==> config.mk <==
export PLATFORM = sky130hd
export DESIGN_NAME = dogc_div
export DESIGN_NICKNAME = d
export VERILOG_FILES = /design/src/hw/rtl/dogc_div.sv
export SDC_FILE = /design/constraint.sdc
export NUM_CORES = 1
export LEC_CHECK = 0
export BUFFER_PORTS_ARGS = -buffer_cell sky130_fd_sc_hd__buf_2
export CORE_UTILIZATION = 60
export CTS_BUF_LIST = sky130_fd_sc_hd__clkbuf_4 sky130_fd_sc_hd__clkbuf_8
export DETAILED_ROUTE_END_ITERATION = 6
export PLACE_DENSITY = 0.88
export SLEW_MARGIN = 10
export SYNTH_ARGS = -nofsm -noshare
export SYNTH_HDL_FRONTEND = slang
export SYNTH_SLANG_ARGS = --single-unit
export TNS_END_PERCENT = 100
==> constraint.sdc <==
create_clock -name clk -period 5.5 [get_ports clk]
set_clock_uncertainty 0.05 [all_clocks]
set_input_delay 1.1 -clock clk [delete_from_list [all_inputs] [get_ports clk]]
set_output_delay 1.1 -clock clk [all_outputs]
set_load 0.005 [all_outputs]
==> src/hw/rtl/dogc_div.sv <==
// Restoring divider, one quotient bit per cycle, for unsigned operands.
// Depends on no other file; used for the query index and window.
module dogc_div #(
	parameter int NW   = 28,
	parameter int DENW = 17
) (
	input  logic            clk,
	input  logic            arst_n,
	input  logic            start,
	input  logic [NW-1:0]   num,
	input  logic [DENW-1:0] den,
	output logic            done,
	output logic [NW-1:0]   quo
);
	localparam int CNW = $clog2(NW + 1);

	logic            run_q;
	logic [CNW-1:0]  cnt_q;
	logic [NW-1:0]   num_q;
	logic [DENW-1:0] den_q;
	logic [DENW-1:0] rem_q;
	logic [DENW:0]   trial;
	logic [DENW:0]   diff;
	logic            ge;

	assign trial = {rem_q, num_q[NW-1]};
	assign ge    = trial >= {1'b0, den_q};
	assign diff  = trial - {1'b0, den_q};

	always_ff @(posedge clk or negedge arst_n) begin
		if (!arst_n) begin
			run_q <= 1'b0;
			cnt_q <= '0;
			done  <= 1'b0;
		end else begin
			done <= 1'b0;
			if (start) begin
				run_q <= 1'b1;
				cnt_q <= CNW'(NW);
			end else if (run_q) begin
				cnt_q <= cnt_q - 1'b1;
				if (cnt_q == CNW'(1)) begin
					run_q <= 1'b0;
					done  <= 1'b1;
				end
			end
		end
	end

	always_ff @(posedge clk) begin
		if (start) begin
			num_q <= num;
			den_q <= den;
			rem_q <= '0;
		end else if (run_q) begin
			rem_q <= ge ? diff[DENW-1:0] : trial[DENW-1:0];
			quo   <= {quo[NW-2:0], ge};
			num_q <= num_q << 1;
		end
	end

endmodule

## Yosys cells after proc, flatten, opt, wreduce, memory -nomap -nowiden

Cells that the tools add are included.

| word-level totals | value |
|---|---|
| register bits after elaboration | 97 |
| logic and storage cells | 25 |
| input port bits | 48 |

| cells by class | value |
|---|---|
| eq/ne operators | 1 |
| reductions and logical operators | 2 |
| magnitude comparators | 1 |
| mux-type cells | 11 |
| bitwise operators | 1 |
| add/sub/neg operators | 2 |

Operator list:

| kind | number |
|---|---|
| two-way mux 28 bit | 2 |
| greater-or-equal comparator 18 x 17 -> 1 bit | 1 |
| two-way mux 17 bit | 1 |
| subtractor 17 bit | 1 |
| two-way mux 5 bit | 2 |
| two-way mux 1 bit | 6 |
| == test 5 x 1 -> 1 bit, second input constant | 1 |
| subtractor 5 x 1 -> 5 bit, second input constant | 1 |
| AND reduction 2 bit | 1 |
| nonzero test 2 bit | 1 |
| NOT 1 bit | 1 |

## Depth between registers and ports, before layout

| depth | value |
|---|---|
| depth after elaboration | 4 |
| gate-level depth with buffers | 11 |

## Worst setup path before layout

OpenSTA, ideal clock, no wires.

| path | value |
|---|---|
| kind | reg-to-reg |
| start point | reg num_q[27] |
| end point | reg rem_q[9] |
| clock period less this slack | 2.561 ns |
| arrival time | 2.420 ns |
| library setup time | 0.092 ns |
| cell stages (with the launch flop) | 12 |
| slack | 2.939 ns |
| buffers on the path | 1 |
| cells stage by stage | edfxtp_1 > inv_1 > ha_1 > inv_1 > fa_1 > a21o_1 > a221oi_2 > a2111o_1 > o211ai_2 > buf_6 > o211a_1 > nor4_1 |

| on the way | value |
|---|---|
| longest elaborated chain between the ends | 2 |

Ends and longest elaborated chain:

| what | RTL line | source |
|---|---|---|
| from (decl) | 19 | `logic [NW-1:0] num_q;` |
| from (signal assigned) | 52 | `num_q <= num;` |
| from (signal assigned) | 58 | `num_q <= num_q << 1;` |
| subtractor 17 bit or greater-or-equal comparator 18 x 17 -> 1 bit (tied branches) | 28, 27 |  |
| two-way mux 17 bit * | 56 | `rem_q <= ge ? diff[DENW-1:0] : trial[DENW-1:0];` |
| to (signal assigned) | 56 |  |
| to (decl) | 21 | `logic [DENW-1:0] rem_q;` |

Every way passes the cells marked *; elsewhere a longest branch is shown, timed or not.
A chain may end at the register's enable or synchronous reset.

==> tab_implementation.tex <==
\begin{tabular}{lr}
\hline
Metric & Value \\
\hline
\multicolumn{2}{l}{\textbf{Status}} \\
Result of the run & completed \\
\multicolumn{2}{l}{\textbf{Global routing}} \\
Remaining Overflow, GRT & 0 \\
Vias in the first global route & 2980 \\
Antenna violations before repair & 0 \\
Largest net degree at the start of global routing & between 50 and 60 \\
Global-route track usage on met1 & 0.271 \\
First-pass GRT wire length & around 13 mm \\
GRT met3 Usage & 0.0998 \\
GR met2 Demand/Resource & 0.369 \\
GRT Max-Usage Layer & met2 \\
Overall routing resource usage & 0.228 \\
\multicolumn{2}{l}{\textbf{Clocking}} \\
Clock tree from TritonCTS & done \\
Clock buffer depth & 2 \\
Post-CTS setup buffer count & 0 \\
Number of levels the H-tree was split into & 3 \\
Total number of clock tree sinks & slightly below 100 \\
Clock slew at the register clock pins of the worst setup and hold paths & around 90 ps \\
Cts hold-fix bufs & 0 \\
CTS Buf Count & 9 \\
Clock latency on the worst-skew pair & about 370 ps \\
CTS root buffer & clkbuf\_8 \\
CTS resizes & 0 \\
\multicolumn{2}{l}{\textbf{Finish}} \\
Cell area after layout & about 5200 sq um \\
Final design utilization & 0.721 \\
Signed area change from the synthesized netlist to the final layout & 15.7\% \\
Diode count & 0 \\
Layout Nets & 494 \\
Proportion of layout cells with a drive suffix above 1 & 0.299 \\
\multicolumn{2}{l}{\textbf{Timing}} \\
RSZ-0062 raised after global routing & false \\
Time the final worst path needs with I/O delays and setup & about 3000 ps \\
Part of the cycle the worst path needs & 0.553 \\
Setup tns final & 0 ps \\
Least-Margin Pin Slew & approximately 1100 ps \\
Final Max Slew Viols & 0 \\
Number of setup violations in the final report & 0 \\
Max\_slew headroom & 0.274 \\
Final hold vios & 0 \\
Max Freq & 0.329 GHz \\
\multicolumn{2}{l}{\textbf{Setup path}} \\
Critical Path End Type & flop \\
Startpoint class of the critical path & input pin \\
Type of the setup path with the least slack & in -> reg \\
Worst stage delay on the critical path & around 980 ps \\
Critical path fanouts, max & 34 \\
Data arrival time of the worst path & around 3300 ps \\
Worst path cell trace & buf\_2, nand2b\_1, clkinv\_1, nand2\_1, o22ai\_1, a31o\_2 \\
Req. time, crit path & 5720 ps \\
Worst path slowest cell & clkinv\_1 \\
\multicolumn{2}{l}{\textbf{Yosys}} \\
Post-synthesis xor/xnor area fraction & 0.0310 \\
Multiplexer share of the synthesized area & 0.0939 \\
Cell type with the largest total area after synthesis & edfxtp\_1 \\
Commonest cells post-synth & edfxtp\_1, mux2\_2, inv\_1, nand2\_1, ha\_1 \\
Top post-synthesis cells by area & edfxtp\_1, dfxtp\_1, mux2\_2, ha\_1, dfrtp\_1 \\
Mean area per synthesized cell & around 13 sq um \\
Number of storage elements in the synthesis netlist & 97 \\
Number of enable flip-flop cells after synthesis & 73 \\
Combinational family with the most area after synthesis & compound AO/OA/AOI/OAI gates \\
Sequential element share of the synthesized area & 0.599 \\
Adder-cell area share of the yosys netlist & 0.0570 \\
Synth async-reset ratio & 0.0722 \\
Area fraction in and, or, nand and nor cells after synthesis & 0.0778 \\
Number of standard cells after synthesis & roughly 350 \\
Number of warnings printed during yosys synthesis & 0 \\
Most numerous cell in the Yosys netlist & edfxtp\_1 \\
Synth Area in Compound Gates & 0.109 \\
Most used flip-flop cell after synthesis & edfxtp\_1 \\
Net Count, Synth & 417 \\
Post-synthesis cell type count & 57 \\
Mapped cell area & $\sim$4500 sq um \\
Share of the synthesized area in the top cell type & 0.485 \\
\multicolumn{2}{l}{\textbf{Die}} \\
Ports & 77 \\
Core outline area & just over 7000 sq um \\
Starting density of the core & 0.623 \\
Die Span Y & just under 90 um \\
Horizontal die dimension & roughly 89 um \\
Full die area & around 7900 sq um \\
Standard-cell row count & 31 \\
\multicolumn{2}{l}{\textbf{Job}} \\
Max-capacitance violation count & 0 \\
\multicolumn{2}{l}{\textbf{Power}} \\
Sequential Power Share & 0.441 \\
Clk pwr share & 0.258 \\
Total power after layout & $\sim$2.2 mW \\
Pwr Density & about 410 nW/um\^{}2 \\
Max IR drop VDD & $\sim$0.00023 V \\
Internal power consumption & 1.49 mW \\
Static leakage & roughly 2.1 nW \\
Combinational power share & 0.302 \\
Net switching share of the total power & 0.312 \\
Switch Pwr & between 600 and 700 uW \\
\multicolumn{2}{l}{\textbf{Drt}} \\
Number of DRC markers in iteration 0 & 363 \\
Via count of the routed design & 3044 \\
Number of routed nets with antenna violations & 0 \\
Post-DR vias/cell & about 5.7 \\
Final routed wire length divided by cell count & 15.7 um \\
Detailed Route WL & approximately 8.3 mm \\
Number of remaining DRC errors & 0 \\
Total iterations of the first detailed-routing run & 7 \\
\multicolumn{2}{l}{\textbf{Placement}} \\
Gpl congestion & approximately 0.86 \\
HPWL after DPL & 5.70 mm \\
Total placed instance area & around 5000 sq um \\
PortBufs & 76 \\
\multicolumn{2}{l}{\textbf{Min path}} \\
Path category of the worst min-delay check & reg -> reg \\
\hline
\end{tabular}
through the flow:
| stage | hold slack [ps] | setup slack [ps] | cells |
|---|---|---|---|
| after global routing | 420 | 2170 | 530 |
| after floorplan | 379 | 2940 | 349 |
| after CTS | 407 | 2340 | 530 |
| final | 404 | 2460 | 530 |
| after global placement | 378 | 2310 | 514 |
| after detailed placement | 377 | 2230 | 514 |
cells in the final DEF (no fill, tap or decap), drive strengths merged, types with 2 or more instances in the layout:
cell type	netlist	final
and2	3	3
nor3	5	5
nor3b	2	2
a21boi	2	2
dfrtp	7	7
inv	25	25
mux2i	12	12
edfxtp	73	73
mux2	27	27
o311ai	2	2
o21a	2	2
a31oi	2	2
a21oi	14	14
xor2	8	8
nor2	14	14
ha	19	19
o31ai	4	4
a21o	6	6
clkinv	0	3
a31o	3	3
xnor2	8	8
nor4	2	2
nand2b	8	8
clkbuf	6	9
nand2	23	23
or2	2	2
bufinv	0	3
nand3	2	2
a211oi	5	5
dfxtp	17	17
o21ai	18	18
buf	5	77
area by class of cell:
cell class,instances,area [sq um]
fillers,504,2020
clock buffers,9,124
clock inverters,7,118
inverters,25,93.8
well taps,99,124
multi-input cells,216,1670
repair buffers,77,388
flip-flops and latches,97,2710
worst paths after layout:
kind / slack, ps / start / endpoint / depth (start not counted)
min in group asynchronous: 490 / arst_n / cnt_q[4]$_DFFE_PN0P_ / 1
worst min-delay path: 400 / quo[26]$_DFFE_PP_ / quo[27]$_DFFE_PP_ / 0
worst max-delay path: 2460 / start / rem_q[14]$_SDFFE_PP0P_ / 6
worst max register to register: 2570 / num_q[27]$_DFFE_PP_ / rem_q[9]$_SDFFE_PP0P_ / 10
worst min register to register: 400 / quo[26]$_DFFE_PP_ / quo[27]$_DFFE_PP_ / 0
max in group asynchronous: 4750 / arst_n / cnt_q[2]$_DFFE_PN0P_ / 1
power groups by stage:
stage,logic (mW),registers (mW),clock network [mW]
2_1_floorplan,0.507,0.951,0
3_3_place_gp,0.610,0.966,0
3_5_place_dp,0.634,0.966,0
4_1_cts,0.642,0.951,0.572
5_1_grt,0.724,0.963,0.596
6_report,0.652,0.953,0.557
metal layers:
| metal | vias to the layer above | part of all wire |
|---|---|---|
| met2 | 126 | 0.48 |
| met4 | 0 | 0.018 |
| li1 | 1448 | - |
| met1 | 1448 | 0.42 |
| met5 | - | 0 |
| met3 | 22 | 0.078 |
worst max-delay path, delay by kind of cell:
kind / cells / cell delay [ps]
simple gates: 2 / 710
buf+inv: 2 / 1100
compound gates: 2 / 350
sequential cells by signal (all words and copies together), names as in the netlist:
| name | count |
|---|---|
| num_q | 28 |
| quo | 28 |
| den_q | 17 |
| rem_q | 17 |
| cnt_q | 5 |
| done | 1 |
| run_q | 1 |
cell families (layout without fill, tap and decap cells):
logic type               Yosys count  in the layout
XOR/XNOR                          16             16
AND/OR/NAND/NOR                   70             70
flip-flops                        97             97
buffers and inverters             36            118
adder cells (fa/ha/maj)           20             20
AO/OA/AOI/OAI                     71             71
multiplexers                      39             39
Note: power is estimated with default switching activity, not from simulation.
